==> config.mk <==
export PLATFORM = sky130hd
export DESIGN_NAME = ikba_csr
export DESIGN_NICKNAME = d
export VERILOG_FILES = /design/src/design/ikba_pkg.sv /design/src/design/ikba_csr.sv
export SDC_FILE = /design/constraint.sdc
export NUM_CORES = 1
export LEC_CHECK = 0
export ABC_AREA = 1
export BUFFER_PORTS_ARGS = -buffer_cell sky130_fd_sc_hd__buf_2
export CAP_MARGIN = 20
export CELL_PAD_IN_SITES_DETAIL_PLACEMENT = 0
export CELL_PAD_IN_SITES_GLOBAL_PLACEMENT = 1
export CORE_ASPECT_RATIO = 1.4
export CORE_UTILIZATION = 35
export DETAILED_ROUTE_END_ITERATION = 10
export PLACE_DENSITY = 0.85
export SYNTH_ARGS = -nofsm -noshare
export SYNTH_HDL_FRONTEND = slang
export SYNTH_SLANG_ARGS = --single-unit
==> constraint.sdc <==
create_clock -name clock -period 1.75 [get_ports clock]
set_input_delay 0.0875 -clock clock [delete_from_list [all_inputs] [get_ports clock]]
set_output_delay 0.0875 -clock clock [all_outputs]
set_load 0.1 [all_outputs]
==> src/design/ikba_pkg.sv <==
// Package for the id-keyed bump allocator: sizes, payload and config structs,
// status and register codes. No dependencies.
package ikba_pkg;

   localparam int NUM_IDS    = 256;
   localparam int ID_BITS    = $clog2(NUM_IDS);
   localparam int COUNT_BITS = $clog2(NUM_IDS + 1);
   localparam int FIT_BITS   = 34;
   localparam int CSR_INDEX_BITS = 8;

   // Status codes of a result beat
   localparam logic [2:0] ST_NEW      = 3'd0;
   localparam logic [2:0] ST_FOUND    = 3'd1;
   localparam logic [2:0] ST_MISMATCH = 3'd2;
   localparam logic [2:0] ST_FULL     = 3'd3;
   localparam logic [2:0] ST_BAD_ID   = 3'd4;

   // Register indexes
   localparam logic [CSR_INDEX_BITS-1:0] CSR_POOL_BYTES       = 8'd0;
   localparam logic [CSR_INDEX_BITS-1:0] CSR_HEADER_BYTES     = 8'd1;
   localparam logic [CSR_INDEX_BITS-1:0] CSR_DESCRIPTOR_BYTES = 8'd2;

   typedef struct packed {
      logic [15:0] region_id;
      logic [31:0] region_bytes;
   } req_type;

   typedef struct packed {
      logic [31:0] region_offset;
      logic [2:0]  status;
   } rsp_type;

   typedef struct packed {
      logic [31:0] pool_bytes;
      logic [11:0] header_bytes;
      logic [7:0]  descriptor_bytes;
   } cfg_type;

   // One region record as kept in the region table
   typedef struct packed {
      logic [31:0] offset;
      logic [31:0] size;
   } entry_type;

   typedef enum logic [1:0] {
      S_IDLE = 2'b01,
      S_EVAL = 2'b10
   } state_type;

endpackage

==> src/design/ikba_csr.sv <==
// Configuration registers of the bump allocator.
// Depends on ikba_pkg.
module ikba_csr
   import ikba_pkg::*;
(
   input  logic                      clock,
   input  logic                      reset,
   input  logic                      csr_valid,
   output logic                      csr_ready,
   input  logic [CSR_INDEX_BITS-1:0] csr_index,
   input  logic [31:0]               csr_data,
   output cfg_type                   cfg
);

   cfg_type cfg_ff;
   cfg_type cfg_in;

   always_comb begin
      cfg_in = cfg_ff;
      if (csr_valid) begin
         unique case (csr_index)
            CSR_POOL_BYTES:       cfg_in.pool_bytes       = csr_data;
            CSR_HEADER_BYTES:     cfg_in.header_bytes     = csr_data[11:0];
            CSR_DESCRIPTOR_BYTES: cfg_in.descriptor_bytes = csr_data[7:0];
            default:              cfg_in = cfg_ff; // drop unknown index
         endcase
      end
   end

   always_ff @(posedge clock) begin
      if (reset) begin
         cfg_ff.pool_bytes       <= 32'd65536;
         cfg_ff.header_bytes     <= 12'd16;
         cfg_ff.descriptor_bytes <= 8'd16;
      end else begin
         cfg_ff <= cfg_in;
      end
   end

   assign csr_ready = 1'b1;
   assign cfg       = cfg_ff;

endmodule

==> results of run 1 <==
tightest hold or removal path, cell delays in order:
cell	delay, ps
sky130_fd_sc_hd__buf_2	120
sky130_fd_sc_hd__nand2_1	60
sky130_fd_sc_hd__nand3_1	60
metal layers:
layer	wire (um)	part of all wire [%]	track usage, %	up-vias
met5	0	0	0	-
met4	109	1.9	6.154	0
met3	352	6.3	3.838	8
met2	2790	50	30.48	73
met1	2364	42	18.66	974
li1	-	-	-	1165
metrics by stage:
stage / power, mW / utilization [%] / std cells / cell area (sq um)
2_1_floorplan: 1.340 / - / 329 / 2281
3_3_place_gp: 1.419 / 44.28 / 481 / 2769
3_5_place_dp: 1.421 / 44.28 / 481 / 2769
4_1_cts: 2.072 / 45.74 / 489 / 2860
5_1_grt: 2.149 / 45.74 / 489 / 2860
6_report: 2.049 / 45.74 / 489 / 2860
final cells by class:
class	count	area [sq um]
Clock inverter	2	12.51
Timing Repair Buffer	99	535.5
Sequential cell	52	1041
Fill cell	665	3393
Clock buffer	5	68.82
Inverter	37	138.9
Multi-Input combinational cell	222	973.4
Tap cell	72	90.09
report_power, final:
| part | switching [mW] | leakage [nW] | internal, mW | total [mW] |
|---|---|---|---|---|
| registers | 0.00133 | 0.419 | 1.18 | 1.19 |
| clock network | 0.384 | 0.0400 | 0.272 | 0.656 |
| logic | 0.136 | 1.03 | 0.0710 | 0.207 |
| total | 0.521 | 1.49 | 1.53 | 2.05 |
layout by cell type (no fill, tap or decap), drive strengths merged:
cell type,count
dfxtp,52
inv,36
clkinv,2
nand3,54
o21ai,3
conb,1
clkinvlp,1
nor2,107
buf,98
dlygate4sd3,1
clkbuf,5
nand2,57
how the worst max path moves through the flow:
stage	from	end	slack (ps)	depth (start not counted)
4_1_cts	cfg[15]	cfg[15]	550	1
6_report	cfg[15]	cfg[15]	550	1
3_5_place_dp	reset	cfg[21]	400	5
5_1_grt	cfg[34]	cfg[34]	520	1
2_1_floorplan	cfg[12]	cfg[12]	470	2
3_3_place_gp	reset	cfg[48]	440	5
logic make-up after synthesis:
kind of cell,Yosys count,synth area share (%)
flops,52,45.64
buf+inv,55,11.68
other cells,1,0.1644
compound gates,3,0.6581
simple gates,218,41.85
==> impl_metrics.py, run 1 <==
metrics = {
    "global_route": {
        "globalRoute.totalOverflow": 0,
        "number_of_antenna_violations_at_the_first_check_in_global_routing": 0,
        "first_global_vias": 2069,
        "grt_util_all_layers_pct": 16.80,
        "grt_pass1_wl_mm": 9.287,
        "grt_start_max_net_pins": 43,
    },
    "clock_network": {
        "cts_tree": "yes",
        "clk_transition_reported_paths_ps": 90,
        "post-cts-setup-buffer-count": 0,
        "number_of_cts_inserted_buffers": 5,
        "cts_repair_resize_count": 0,
        "clock_sink_count": 52,
        "clock_latency_late_sink_ps": 300,
        "clock_h_tree_levels": 2,
        "clk_root_buffer_cell": "sky130_fd_sc_hd__clkbuf_8",
        "cts_hold_buffers": 1,
        "clk_path_buf_depth": 2,
    },
    "placement": {
        "place.detailed.hpwl_mm": 4.061,
        "finalWeightedCongestion": 0.7478,
        "portBuffers": 94,
        "post-place-ws_ps": 399.2,
    },
    "finish": {
        "final_layout_size_suffix_gt1_share_pct": 29.02,
        "areaGrowthSynthToFinish_pct": 25.40,
        "finish.net_count": 460,
        "largest_register_ffs": 52,
        "antennaDiodeCount": 0,
    },
    "power": {
        "power-per-cell-area_mw_per_mm2": 716.3,
        "leakagePower_nw": 1.494,
        "ir_drop_uv": 416.8,
    },
    "sta": {
        "final_min_period_over_clock_period_pct": 68.65,
        "finalWorstSetupSlack_ps": 548.7,
        "final_hold_viol_count": 0,
        "worst-slew-pin-transition_ps": 659.3,
        "slew_viol_final": 0,
        "hold_slack_ps": 46.01,
        "rsz0062_at_grt": "no",
        "timing.clock.skew_ps": 0,
        "fin_setup_tns_ps": 0,
        "slew-limit-headroom_pct": 55.77,
        "period_needed_ps": 1201,
        "fmaxAchievable_ghz": 0.8324,
        "setup_viol_count_final": 0,
    },
    "setup_path": {
        "end_kind": "primary output",
        "rrSetupSlack_ps": 1160,
        "crit_fanout": 2,
        "worst_path_dominant_cell_family": "buffers and inverters",
        "critPathArrivalTime_ps": 1110,
        "r2r.worst_path.cells": 2,
        "timing.critical_path.slowest_stage_cell": "sky130_fd_sc_hd__buf_2",
        "r2r-end": "cfg[15]",
        "critical_path_buf_inv_count": 1,
        "crit_path_start_kind": "flop",
        "slowest_delay_ps": 440,
        "worst-setup-path-type": "reg2out",
        "crit_chain": "buf_2",
        "worst-endpoint-required_ps": 1660,
        "regToRegStartpoint": "cfg[15]",
    },
    "detailed_routing": {
        "antenna_violating_nets_post_route": 0,
        "dr.first_iter.drc_count": 124,
        "vias": 2220,
        "dr_vias_cell": 4.540,
        "dr.pass1.iters": 4,
        "wirelength_mm": 5.617,
        "wl_per_cell_um": 11.49,
        "drc_errors": 0,
    },
    "synthesis": {
        "synthArstFlopShare_pct": 0,
        "synthTopCellsByArea": "sky130_fd_sc_hd__dfxtp_1 46%, sky130_fd_sc_hd__nor2_1 16%, sky130_fd_sc_hd__nand3_1 12%, sky130_fd_sc_hd__nand2_1 9.1%, sky130_fd_sc_hd__inv_1 5.3%",
        "synth_common_cells": "98 x sky130_fd_sc_hd__nor2_1, 55 x sky130_fd_sc_hd__nand2_1, 53 x sky130_fd_sc_hd__nand3_1, 52 x sky130_fd_sc_hd__dfxtp_1, 32 x sky130_fd_sc_hd__inv_1",
        "yosys_top_cell_by_area": "sky130_fd_sc_hd__dfxtp_1",
        "netlist.area_leader.share_pct": 45.64,
        "synth_seq_area_share_pct": 45.64,
        "synth.cell_area_sq_mm": 0.002281,
        "ys_types": 19,
        "count_of_flip_flops_with_a_built_in_enable_after_synthesis": 0,
        "yosysMostFrequentCell": "sky130_fd_sc_hd__nor2_1",
        "syn-num-nets": 372,
        "postSynth.topFlopCell": "sky130_fd_sc_hd__dfxtp_1",
        "average_footprint_of_a_synthesized_cell_sq_um": 6.933,
        "post_synth_inst_count": 329,
        "yosys_warnings": 0,
        "ys_seq_elements": 52,
    },
    "floorplanning": {
        "die_height_um": 97.52,
        "floorplan.rows": 34,
        "ioPinCount": 96,
        "initial_core_util_pct": 36.47,
        "dieArea_sq_mm": 0.006848,
        "dieWidth_um": 70.23,
        "core_area_sq_mm": 0.006254,
    },
    "status": {
        "run_status": "finished, final reports clean",
    },
    "worst_hold_path": {
        "hold_wc_path_type": "in2reg",
        "hold_start": "csr_data[4]",
        "hold_path_end": "cfg[4]",
        "hold_path_depth": 3,
    },
    "flow_run": {
        "maxCapViolCount": 0,
    },
}
Note: power is estimated with default switching activity, not from simulation.
==> run 2: changes to the inputs <==
--- a/config.mk
+++ b/config.mk
@@ -11,9 +11,9 @@
 export CELL_PAD_IN_SITES_DETAIL_PLACEMENT = 0
 export CELL_PAD_IN_SITES_GLOBAL_PLACEMENT = 1
 export CORE_ASPECT_RATIO = 1.4
-export CORE_UTILIZATION = 35
+export CORE_UTILIZATION = 32
 export DETAILED_ROUTE_END_ITERATION = 10
-export PLACE_DENSITY = 0.85
+export PLACE_DENSITY = 0.79
 export SYNTH_ARGS = -nofsm -noshare
 export SYNTH_HDL_FRONTEND = slang
 export SYNTH_SLANG_ARGS = --single-unit
==> constraint.sdc (replaced) <==
create_clock -name clock -period 1.25 [get_ports clock]
set_input_delay 0.0625 -clock clock [delete_from_list [all_inputs] [get_ports clock]]
set_output_delay 0.0625 -clock clock [all_outputs]
set_load 0.1 [all_outputs]
==> run 2 against run 1 <==
  * The run now ends with DRC left
  * Final cell count increased by 6.3%
  * Clock power is 49% higher
  * First-iteration DRC count decreased by 40%
  * Critical endpoint is now cfg[24]
  * Largest cell class unchanged
  * Highest routed layer unchanged
==> impl_metrics.py, run 2 (synthesis gave the netlist of run 1 again) <==
metrics = {
    "setup_path": {
        "end_kind": "primary output",
        "worst_path_dominant_cell_family": "buffers and inverters",
        "timing.critical_path.slowest_stage_cell": "sky130_fd_sc_hd__buf_2",
        "r2r.worst_path.cells": 2,
        "worst-setup-path-type": "reg2out",
        "worst-endpoint-required_ps": 1190,
        "critical_path_buf_inv_count": 1,
        "critPathArrivalTime_ps": 1110,
        "crit_path_start_kind": "flop",
        "rrSetupSlack_ps": 660,
        "r2r-end": "cfg[19]",
        "crit_fanout": 2,
        "regToRegStartpoint": "cfg[19]",
        "critical_path_cell_count": 1,
        "crit_chain": "buf_2",
        "slowest_delay_ps": 440,
    },
    "clock_network": {
        "clk_transition_reported_paths_ps": 90,
        "number_of_cts_inserted_buffers": 5,
        "clock_latency_late_sink_ps": 300,
        "clk_path_buf_depth": 2,
        "cts_tree": "yes",
        "clock_sink_count": 52,
        "post-cts-setup-buffer-count": 0,
        "clk_root_buffer_cell": "sky130_fd_sc_hd__clkbuf_8",
        "clock_h_tree_levels": 2,
    },
    "power": {
        "leakagePower_nw": 1.540,
        "ir_drop_uv": 414.1,
        "power-per-cell-area_mw_per_mm2": 986.6,
    },
    "placement": {
        "place.detailed.hpwl_mm": 4.209,
        "dpl_cell_area_sq_mm": 0.002877,
        "portBuffers": 94,
        "finalWeightedCongestion": 0.7372,
    },
    "status": {
        "run_status": "finished, violations left",
        "failed_checks": "DRC",
    },
    "sta": {
        "final_min_period_over_clock_period_pct": 93.60,
        "timing.clock.skew_ps": 0,
        "final_hold_viol_count": 0,
        "period_needed_ps": 1170,
        "slew_viol_final": 0,
        "rsz0062_at_grt": "no",
        "fin_setup_tns_ps": 0,
        "fmaxAchievable_ghz": 0.8547,
        "setup_viol_count_final": 0,
    },
    "finish": {
        "layout_commonest_cell": "sky130_fd_sc_hd__nor2_1",
        "fin_area_sq_mm": 0.002977,
        "final_layout_size_suffix_gt1_share_pct": 30.12,
        "antennaDiodeCount": 0,
        "areaGrowthSynthToFinish_pct": 30.50,
        "largest_register_ffs": 52,
        "finish.net_count": 467,
        "most_frequent_cells_in_the_layout": "98 x sky130_fd_sc_hd__nor2_1, 94 x sky130_fd_sc_hd__buf_2, 55 x sky130_fd_sc_hd__nand2_1",
    },
    "detailed_routing": {
        "wirelength_mm": 5.739,
        "antenna_violating_nets_post_route": 0,
        "vias": 2237,
        "dr_vias_cell": 4.302,
        "dr.first_iter.drc_count": 74,
        "dr.pass1.iters": 7,
        "drc_errors": 1,
        "wl_per_cell_um": 11.04,
    },
    "floorplanning": {
        "ioPinCount": 96,
        "initial_core_util_pct": 32.88,
        "core_area_sq_mm": 0.006937,
        "dieArea_sq_mm": 0.007475,
        "dieWidth_um": 73.36,
        "floorplan.rows": 36,
        "die_height_um": 101.9,
    },
    "flow_run": {
        "maxCapViolCount": 0,
    },
    "worst_hold_path": {
        "hold_start": "csr_data[4]",
        "hold_wc_path_type": "in2reg",
        "hold_path_depth": 3,
        "hold_path_end": "cfg[4]",
    },
    "global_route": {
        "number_of_antenna_violations_at_the_first_check_in_global_routing": 0,
        "first_global_vias": 2015,
        "grt_pass1_wl_mm": 9.177,
        "grt_util_all_layers_pct": 16.13,
        "grt_start_max_net_pins": 34,
        "globalRoute.totalOverflow": 0,
    },
}
[run 2: cell types whose count changed in the layout (fill, tap and decap cells not counted)]
cell                         delta
sky130_fd_sc_hd__clkinv_2       -1
sky130_fd_sc_hd__dfxtp_2        +1
sky130_fd_sc_hd__clkbuf_8       +1
sky130_fd_sc_hd__clkinvlp_4     -1
sky130_fd_sc_hd__clkbuf_1       +2
sky130_fd_sc_hd__buf_12         +2
sky130_fd_sc_hd__buf_4          +5
sky130_fd_sc_hd__dfxtp_1        -1
[run 2: what timing repair did]
item / 4_1_cts / 5_1_grt
hold buffers: 1 / 0
resized for setup: 0 / 0
hold endpoints to repair: 1 / 0
[run 2: per-stage QoR]
stage               std cells  util (%)  power [mW]  hold WS [ps]  worst slack (ps)
floorplan                 329         -       1.876         188.6             33.31
global placement          511     41.47       1.996         290.2             113.3
detailed placement        511     41.47       1.998         289.5             79.59
CTS                       520     42.91       2.987         28.02             42.93
global route              520     42.91       3.056         73.69             34.54
finish                    520     42.91       2.937         29.35             80.01
[run 2: final cells by class]
cell class	instances	area, sq um
fillers	777	3960
flip-flops and latches	52	1042
multi-input cells	222	973.4
repair buffers	106	613.1
inverters	37	138.9
well taps	95	118.9
clock buffers	8	90.09
[run 2: routing by layer]
| metal | GRT usage (%) | vias up | part of all wire, % |
|---|---|---|---|
| met5 | 0 | - | 0 |
| met4 | 4.882 | 0 | 1.2 |
| met1 | 17.36 | 979 | 42 |
| met2 | 30.27 | 74 | 51 |
| met3 | 4.339 | 5 | 6.3 |
| li1 | - | 1179 | - |
[run 2: where the power goes]
part	switching [mW]	internal, mW	total [mW]
clock network	0.526	0.453	0.979
registers	0.00191	1.66	1.66
logic	0.192	0.106	0.298
[run 2: worst max path at each step]
stage,from,end,slack [ps]
5_1_grt,cfg[24],cfg[24],30
4_1_cts,cfg[24],cfg[24],40
3_3_place_gp,csr_index[3],cfg[37],110
6_report,cfg[24],cfg[24],80
3_5_place_dp,csr_index[3],cfg[8],80
2_1_floorplan,cfg[36],cfg[36],30
