<file path="src/design/ikba_pkg.sv">
// Package for the id-keyed bump allocator: sizes, payload and config structs,
// status and register codes. No dependencies.
package ikba_pkg;

   localparam int NUM_IDS    = 256;
   localparam int ID_BITS    = $clog2(NUM_IDS);
   localparam int COUNT_BITS = $clog2(NUM_IDS + 1);
   localparam int FIT_BITS   = 34;
   localparam int CSR_INDEX_BITS = 8;

   // Status codes of a result beat
   localparam logic [2:0] ST_NEW      = 3'd0;
   localparam logic [2:0] ST_FOUND    = 3'd1;
   localparam logic [2:0] ST_MISMATCH = 3'd2;
   localparam logic [2:0] ST_FULL     = 3'd3;
   localparam logic [2:0] ST_BAD_ID   = 3'd4;

   // Register indexes
   localparam logic [CSR_INDEX_BITS-1:0] CSR_POOL_BYTES       = 8'd0;
   localparam logic [CSR_INDEX_BITS-1:0] CSR_HEADER_BYTES     = 8'd1;
   localparam logic [CSR_INDEX_BITS-1:0] CSR_DESCRIPTOR_BYTES = 8'd2;

   typedef struct packed {
      logic [15:0] region_id;
      logic [31:0] region_bytes;
   } req_type;

   typedef struct packed {
      logic [31:0] region_offset;
      logic [2:0]  status;
   } rsp_type;

   typedef struct packed {
      logic [31:0] pool_bytes;
      logic [11:0] header_bytes;
      logic [7:0]  descriptor_bytes;
   } cfg_type;

   // One region record as kept in the region table
   typedef struct packed {
      logic [31:0] offset;
      logic [31:0] size;
   } entry_type;

   typedef enum logic [1:0] {
      S_IDLE = 2'b01,
      S_EVAL = 2'b10
   } state_type;

endpackage

</file>
<file path="src/design/ikba_fit.sv">
// Capacity check: free pointer plus size plus reserved tail against the pool.
// Depends on ikba_pkg.
module ikba_fit
   import ikba_pkg::*;
(
   input  cfg_type               cfg,
   input  logic [31:0]           free_ptr,
   input  logic [COUNT_BITS-1:0] alloc_count,
   input  logic [31:0]           region_bytes,
   output logic                  fits
);

   logic [COUNT_BITS:0]     count_next;
   logic [COUNT_BITS+8:0]   desc_total;
   logic [FIT_BITS-1:0]     total;

   always_comb begin
      count_next = {1'b0, alloc_count} + (COUNT_BITS+1)'(1);
      desc_total = (COUNT_BITS+9)'(count_next) * (COUNT_BITS+9)'(cfg.descriptor_bytes);
      // Exact-width sum so an oversized reserve never wraps into a fit
      total = FIT_BITS'(free_ptr) + FIT_BITS'(region_bytes)
            + FIT_BITS'(cfg.header_bytes) + FIT_BITS'(desc_total);
      fits  = total < FIT_BITS'(cfg.pool_bytes);
   end

endmodule

</file>
<file path="config.mk">
export PLATFORM = sky130hd
export DESIGN_NAME = ikba_fit
export DESIGN_NICKNAME = d
export VERILOG_FILES = /design/src/design/ikba_pkg.sv /design/src/design/ikba_fit.sv
export SDC_FILE = /design/constraint.sdc
export NUM_CORES = 1
export LEC_CHECK = 0
export ABC_AREA = 0
export BUFFER_PORTS_ARGS = -buffer_cell sky130_fd_sc_hd__buf_2
export CAP_MARGIN = 25
export CORE_MARGIN = 5
export CORE_UTILIZATION = 61
export DETAILED_ROUTE_END_ITERATION = 10
export GPL_TIMING_DRIVEN = 0
export PLACE_DENSITY = 0.88
export REMOVE_ABC_BUFFERS = 1
export SETUP_SLACK_MARGIN = 0.5
export SYNTH_ARGS = -nofsm -noshare
export SYNTH_HDL_FRONTEND = slang
export SYNTH_SLANG_ARGS = --single-unit
</file>
<file path="constraint.sdc">
create_clock -name vclk -period 28.2
set_input_delay 4.23 -clock vclk [all_inputs]
set_output_delay 4.23 -clock vclk [all_outputs]
set_load 0.05 [all_outputs]
</file>
==> impl_metrics.toml, run 1 <==
[layout]
num_antenna_cells = 0
fin_cells = 986
clock_buffers = 0
seq_cells = 0
regArea_um2 = 0
area_growth_pct = 12.55
drive_above_1_share_pct = 15.83
multi_input_area_um2 = 5299
nets = 1195
fillers = 845

[critical_path]
crit_slowest_cell = "xnor2_1"
cp.required_ns = 23.97
crit_top_cell = "o21ai_0"
criticalPathCategory = "primary input to output port"
path_buf_inv = 7
cp_max_fo = 13
cp-end-kind = "output port"
crit_arrival_ns = 12.33
crit_family = "adder cells"
slowest_delay_ns = 0.59
startpoint_type = "primary input"

[clock_network]
post-cts-setup-buffers = 0
cts_hold_buf = 0
cts-resized-gates = 0

[synth]
ys_warn_count = 0
synth_cell_types = 50
synth_most_common_cell = "inv_1"
synth_cells = 736
yosys.area.top_type_share_pct = 30.93
syn_area_per_cell_um2 = 8.265
synthTopCellsByArea = "fa_1, ha_1, inv_1"
ys_top_cells_by_count = "inv_1, ha_1, fa_1"
yosysSeqAreaShare_pct = 0
synth_area_um2 = 6083
synth_largest_area_cell = "fa_1"

[power]
switchingPower_uw = 416.6
ir_worst_vdd_mv = 0.1074
seq_power_share_pct = 0
cellInternalPower_uw = 326.1
clock_power_share_pct = 0
power_density_nw_per_um2 = 108.5
p_sw_share_pct = 56.09
p_total_uw = 742.7
p_leak_uw = 0.003971
p_comb_share_pct = 100.0

[sta]
setup_violations = 0
setup-tns-final_ns = 0
post-route-min-period_ns = 16.56
finalCritPeriodShare_pct = 58.72
hold_viol = 0
rsz0062_at_grt = "false"
tightest_slew_ns = 0.7921
slew_violations = 0
timing.fmax_mhz = 60.39
maxSlewHeadroom_pct = 46.81

[placed_design]
dp_hpwl_um = 11870
gp_congestion = 0.9097
portBuffers = 126
dp.cells = 986

[floorplanning]
die_x_um = 109.9
dieArea_um2 = 12070
start_util_pct = 62.53
rows = 36
dieHeight_um = 109.9
core-area_um2 = 9729
io_pins = 126

[grt]
grt_pass1_wl_um = 21810
gr-usage-all-layers_pct = 22.10
grt_pass1_vias = 5265
grt.overflow.total = 0
antenna_found_initial = 0
grt_max_degree = 14

[status]
status = "completed"

[route]
vias = 5239
postRouteAntennaNets = 0
wirelength_um = 12910
via_per_inst = 5.313
route.detailed.drc = 0
avgRoutedWirePerCell_um = 13.09
drt_iter0_drc = 180
dr.pass1.iters = 5

[job]
cap_violations = 0

[hold_path]
worstHoldPathType = "primary input to output port"
[final cells by class]
cell class	instances	area share, %
Timing Repair Buffer	126	9.211
Inverter	200	10.96
Multi-Input combinational cell	527	77.39
Tap cell	133	2.431
[kinds of logic after synthesis]
kind of cell	synth area share, %
XOR/XNOR	4.175
AO/OA/AOI/OAI	12.40
buffers and inverters	12.90
AND/OR/NAND/NOR	14.71
adder cells (fa/ha/maj)	55.82
[through the flow]
| step | worst slack [ns] | util [%] | hold slack (ns) | instance area (µm²) |
|---|---|---|---|---|
| global route | 10.98 | 70.37 | 9.146 | 6847 |
| detailed placement | 11.71 | 70.37 | 9.107 | 6847 |
| floorplan | 12.92 | - | 8.953 | 6050 |
| CTS | 11.67 | 70.37 | 9.111 | 6847 |
| global placement | 11.72 | 70.37 | 9.104 | 6847 |
| finish | 11.64 | 70.37 | 9.109 | 6847 |
[worst paths after layout]
kind                   end  cells after the start  slack (ns)      startpoint
worst max-delay path  fits                     34       11.64  alloc_count[0]
worst min-delay path  fits                      6        9.11         cfg[51]
[layer usage]
layer	track usage, %	routed length, µm	share of wire, %	vias up
met1	29.34	5478	42	2504
met5	0	0	0	-
met2	41.77	6688	52	149
met3	0.4110	660	5.1	10
met4	1.692	82	0.64	0
li1	-	-	-	2576
[tightest hold or removal path, stage by stage]
cell	delay, ns
buf_2	0.10
inv_1	0.05
ha_1	0.14
nor2_1	0.04
o2111a_1	0.12
buf_2	0.20
[cells in the final DEF, fill, tap and decap left out, types with 2 or more instances in the layout]
cell       count
o31ai_1        2
nand2b_1       6
a221oi_1       3
o21ai_0       21
o21ai_1        2
xnor2_1       20
and2_1        34
a211oi_1      11
o2111ai_1      2
a21o_1        10
a21boi_0       4
ha_1         121
and4_1         2
nor3_1         6
inv_1        200
fa_1          94
nand4_1       10
a21oi_1       22
o211ai_1       3
o21bai_1       7
nand2_1       60
buf_2        126
nor2b_1        7
and3_1         5
o21a_1         5
nand3_1       13
o22ai_1        2
xor2_1         9
nor2_1        26
[power by group through the flow]
stage / Combinational [µW] / Clock, µW / Sequential (µW)
floorplan: 599 / 0 / 0
global placement: 719 / 0 / 0
global route: 870 / 0 / 0
CTS: 746 / 0 / 0
detailed placement: 741 / 0 / 0
finish: 743 / 0 / 0
Note: power is estimated with default switching activity, not from simulation.
==> run 2, diff against run 1 <==
--- a/config.mk
+++ b/config.mk
@@ -9,10 +9,10 @@
 export BUFFER_PORTS_ARGS = -buffer_cell sky130_fd_sc_hd__buf_2
 export CAP_MARGIN = 25
 export CORE_MARGIN = 5
-export CORE_UTILIZATION = 61
+export CORE_UTILIZATION = 53
 export DETAILED_ROUTE_END_ITERATION = 10
 export GPL_TIMING_DRIVEN = 0
-export PLACE_DENSITY = 0.88
+export PLACE_DENSITY = 0.81
 export REMOVE_ABC_BUFFERS = 1
 export SETUP_SLACK_MARGIN = 0.5
 export SYNTH_ARGS = -nofsm -noshare
==> constraint.sdc (replaced) <==
create_clock -name vclk -period 13.6
set_input_delay 2.04 -clock vclk [all_inputs]
set_output_delay 2.04 -clock vclk [all_outputs]
set_load 0.05 [all_outputs]
==> run 2 against run 1 <==
Compared with the run above:
- global-route usage down 3.8 points
- first-iteration DRC count up 5.0%
- sequential share of layout area unchanged
- non-clock buffer count unchanged
- count of clock-buffer cells in the layout unchanged
- critical path type unchanged
- worst hold slack worse by 4.4 ns
- power up 100%
- cell area up 0.18%
- via count down 1.0%
- die area up 14%
==> impl_metrics.toml, run 2 (synthesis gave the netlist of run 1 again) <==
[sta]
setup_violations = 0
maxSlewHeadroom_pct = 46.61
post-route-min-period_ns = 12.30
timing.fmax_mhz = 81.27
rsz0062_at_grt = "false"
setup-tns-final_ns = 0
slew_violations = 0
hold_viol = 0
tightest_slew_ns = 0.7952
finalCritPeriodShare_pct = 90.47

[hold_path]
worstHoldPathType = "primary input to output port"

[grt]
grt_pass1_wl_um = 21100
antenna_found_initial = 0
grt_max_degree = 14
gr-usage-all-layers_pct = 18.31
grt_pass1_vias = 5103
grt.overflow.total = 0

[power]
power_density_nw_per_um2 = 221.9
seq_power_share_pct = 0
p_leak_uw = 0.003971
p_sw_share_pct = 55.79
ir_worst_vdd_mv = 0.2095
p_comb_share_pct = 100.0
cellInternalPower_uw = 672.7
switchingPower_uw = 849.0
clock_power_share_pct = 0
p_total_uw = 1522

[floorplanning]
die_x_um = 117.1
dieArea_um2 = 13720
rows = 39
dieHeight_um = 117.1
io_pins = 126
start_util_pct = 53.74
core-area_um2 = 11320

[route]
via_per_inst = 5.206
route.detailed.drc = 0
drt_iter0_drc = 189
avgRoutedWirePerCell_um = 12.31
wirelength_um = 12260
dr.pass1.iters = 5
postRouteAntennaNets = 0
vias = 5185

[critical_path]
cp_max_fo = 13
crit_arrival_ns = 10.26
cp.required_ns = 11.56
crit_end = "fits"
path_buf_inv = 7
slowest_delay_ns = 0.62
crit_family = "adder cells"
crit_cells = 34
crit_top_cell = "o21ai_0"
crit_slowest_cell = "xnor2_1"
crit_start = "alloc_count[0]"
criticalPathCategory = "primary input to output port"
cp-end-kind = "output port"
startpoint_type = "primary input"

[placed_design]
dpl_cell_area_um2 = 6859
gp_congestion = 0.8831
dp_hpwl_um = 11250
portBuffers = 126

[layout]
drive_above_1_share_pct = 15.83
final_cell_mix = "inv_1, buf_2, ha_1"
area_growth_pct = 12.75
layout.cells.most_common = "inv_1"
final_cell_area_um2 = 6859
regArea_um2 = 0
nets = 1195
num_antenna_cells = 0
fillers = 1023
clock_buffers = 0
seq_cells = 0

[job]
cap_violations = 0

[clock_network]
cts_hold_buf = 0
post-cts-setup-buffers = 0
cts-resized-gates = 0

[status]
status = "completed"
-- run 2: cell counts in the layout (fill, tap and decap cells not counted) --
No cell type changed its count.
-- run 2: tightest hold or removal path, stage by stage --
cell	delay, ns
buf_2	0.09
inv_1	0.05
ha_1	0.13
nor2_1	0.04
o2111a_1	0.12
buf_2	0.20
-- run 2: worst min path at each step --
| stage | startpoint | endpoint | slack (ns) | cells after the start |
|---|---|---|---|---|
| floorplan | cfg[51] | fits | 4.57 | 4 |
| global placement | cfg[51] | fits | 4.72 | 6 |
| detailed placement | cfg[51] | fits | 4.73 | 6 |
| CTS | cfg[51] | fits | 4.73 | 6 |
| global route | cfg[51] | fits | 4.76 | 6 |
| finish | cfg[51] | fits | 4.72 | 6 |
-- run 2: per-stage QoR --
step / utilization (%) / instances / setup slack, ns / hold WS [ns]
after floorplan: - / 727 / 2.701 / 4.573
after global placement: 60.59 / 996 / 1.461 / 4.721
after detailed placement: 60.59 / 996 / 1.415 / 4.727
after CTS: 60.59 / 996 / 1.379 / 4.728
after global routing: 60.59 / 996 / 0.7251 / 4.762
final: 60.59 / 996 / 1.296 / 4.723
-- run 2: cell type report --
class	count	area [µm²]	area share, %
Inverter	200	750.7	10.94
Multi-Input combinational cell	527	5299	77.25
Tap cell	143	178.9	2.609
Timing Repair Buffer	126	630.6	9.194
-- run 2: power groups by stage --
stage	sequential [µW]	combinational (µW)	clock, µW
2_1_floorplan	0	1240	0
3_3_place_gp	0	1500	0
3_5_place_dp	0	1520	0
4_1_cts	0	1540	0
5_1_grt	0	1780	0
6_report	0	1520	0
-- run 2: routing by layer --
layer	GRT usage [%]	vias up	share of wire, %
met5	0	-	0
met4	1.453	0	0.67
met3	0.1542	8	4.5
met2	33.79	125	50
met1	25.27	2472	44
li1	-	2580	-
==> run 3, diff against run 2 <==
--- a/config.mk
+++ b/config.mk
@@ -9,10 +9,10 @@
 export BUFFER_PORTS_ARGS = -buffer_cell sky130_fd_sc_hd__buf_2
 export CAP_MARGIN = 25
 export CORE_MARGIN = 5
-export CORE_UTILIZATION = 53
+export CORE_UTILIZATION = 52
 export DETAILED_ROUTE_END_ITERATION = 10
 export GPL_TIMING_DRIVEN = 0
-export PLACE_DENSITY = 0.81
+export PLACE_DENSITY = 0.75
 export REMOVE_ABC_BUFFERS = 1
 export SETUP_SLACK_MARGIN = 0.5
 export SYNTH_ARGS = -nofsm -noshare
==> constraint.sdc (replaced) <==
create_clock -name vclk -period 13.6
set_input_delay 1.36 -clock vclk [all_inputs]
set_output_delay 1.36 -clock vclk [all_outputs]
set_load 0.05 [all_outputs]
==> run 3 against run 2 <==
Compared with the run above:
- sequential cell count stayed put
- global-route usage shrank 0.30 points
- cell area stayed put
- non-clock buffer count stayed put
- wire length increased by 1.5%
- critical path type unchanged
- worst hold slack got worse by 1.4 ns
- via count decreased by 1.6%
- setup slack better by 1.4 ns
- utilization is 0.77 points lower
- critical endpoint unchanged
- combinational power about the same
==> impl_metrics.toml, run 3 (synthesis gave the netlist of run 1 again) <==
[layout]
final_cell_mix = "inv_1, buf_2, ha_1"
num_antenna_cells = 0
layout.cells.most_common = "inv_1"
drive_above_1_share_pct = 15.83
clock_buffers = 0
regArea_um2 = 0
area_growth_pct = 12.75
fin_cells = 996
nets = 1195
seq_cells = 0

[floorplanning]
io_pins = 126
core-area_um2 = 11470
rows = 39
start_util_pct = 53.05
dieArea_um2 = 13960
dieHeight_um = 118.2
die_x_um = 118.2

[sta]
post-route-min-period_ns = 10.92
hold_viol = 0
whs_ns = 3.355
setup-tns-final_ns = 0
setup_ws_ns = 2.678
finalCritPeriodShare_pct = 80.31
maxSlewHeadroom_pct = 47.39
rsz0062_at_grt = "false"
setup_violations = 0
tightest_slew_ns = 0.7836
timing.fmax_mhz = 91.56
slew_violations = 0

[clock_network]
post-cts-setup-buffers = 0
cts_hold_buf = 0
cts-resized-gates = 0

[critical_path]
crit_end = "fits"
crit_top_cell = "o21ai_0"
crit_arrival_ns = 9.56
cp.required_ns = 12.24
cp_max_fo = 13
crit_slowest_cell = "xnor2_1"
cp-end-kind = "output port"
slowest_delay_ns = 0.64
startpoint_type = "primary input"
criticalPathCategory = "primary input to output port"
crit_start = "alloc_count[0]"

[power]
p_total_uw = 1524
power_density_nw_per_um2 = 222.1
p_leak_uw = 0.003971
ir_worst_vdd_mv = 0.2052

[placed_design]
dp.cells = 996
dp_hpwl_um = 11420
portBuffers = 126
pre_cts_slack_ns = 2.769
gp_congestion = 0.8989

[grt]
gr-usage-all-layers_pct = 18.01
grt_pass1_vias = 5217
grt.overflow.total = 0
grt_max_degree = 14
grt_pass1_wl_um = 22330
antenna_found_initial = 0

[route]
vias = 5101
route.detailed.drc = 0
dr.pass1.iters = 4
avgRoutedWirePerCell_um = 12.50
via_per_inst = 5.121
wirelength_um = 12450
drt_iter0_drc = 169
postRouteAntennaNets = 0

[hold_path]
worstHoldPathType = "primary input to output port"

[status]
status = "completed"

[job]
cap_violations = 0
## run 3: routing by layer
| metal | GRT usage [%] | wire length, µm |
|---|---|---|
| met1 | 26.06 | 5603 |
| met2 | 31.36 | 6150 |
| met3 | 0.9074 | 620 |
| met4 | 1.075 | 75 |
| met5 | 0 | 0 |
## run 3: cell type report
class | count | area (µm²)
fillers | 1061 | 4608
multi-input cells | 527 | 5299
inverters | 200 | 750.7
well taps | 143 | 178.9
repair buffers | 126 | 630.6
## run 3: worst min path at each step
stage / from / to / slack, ns / depth (start not counted)
4_1_cts: cfg[51] / fits / 3.37 / 6
3_5_place_dp: cfg[51] / fits / 3.36 / 6
2_1_floorplan: cfg[51] / fits / 3.21 / 4
5_1_grt: cfg[51] / fits / 3.39 / 6
6_report: cfg[51] / fits / 3.36 / 6
3_3_place_gp: cfg[51] / fits / 3.36 / 6
## run 3: report_power, final
group / total, µW / internal, µW / switching, µW
Combinational: 1520 / 674 / 850
Sequential: 0 / 0 / 0
Clock: 0 / 0 / 0
## run 3: per-stage QoR
step,instance area [µm²],utilization (%)
global placement,6859,59.81
detailed placement,6859,59.81
finish,6859,59.81
CTS,6859,59.81
global route,6859,59.81
floorplan,6050,-
## run 3: critical path: cells and delay by family
kind	cells	cell delay (ns)
and+or+nand+nor	4	0.68
adders and majority gates	8	3.42
buffers and inverters	7	0.74
AOI/OAI and AO/OA	13	2.56
xor gates and xnor gates	2	0.79
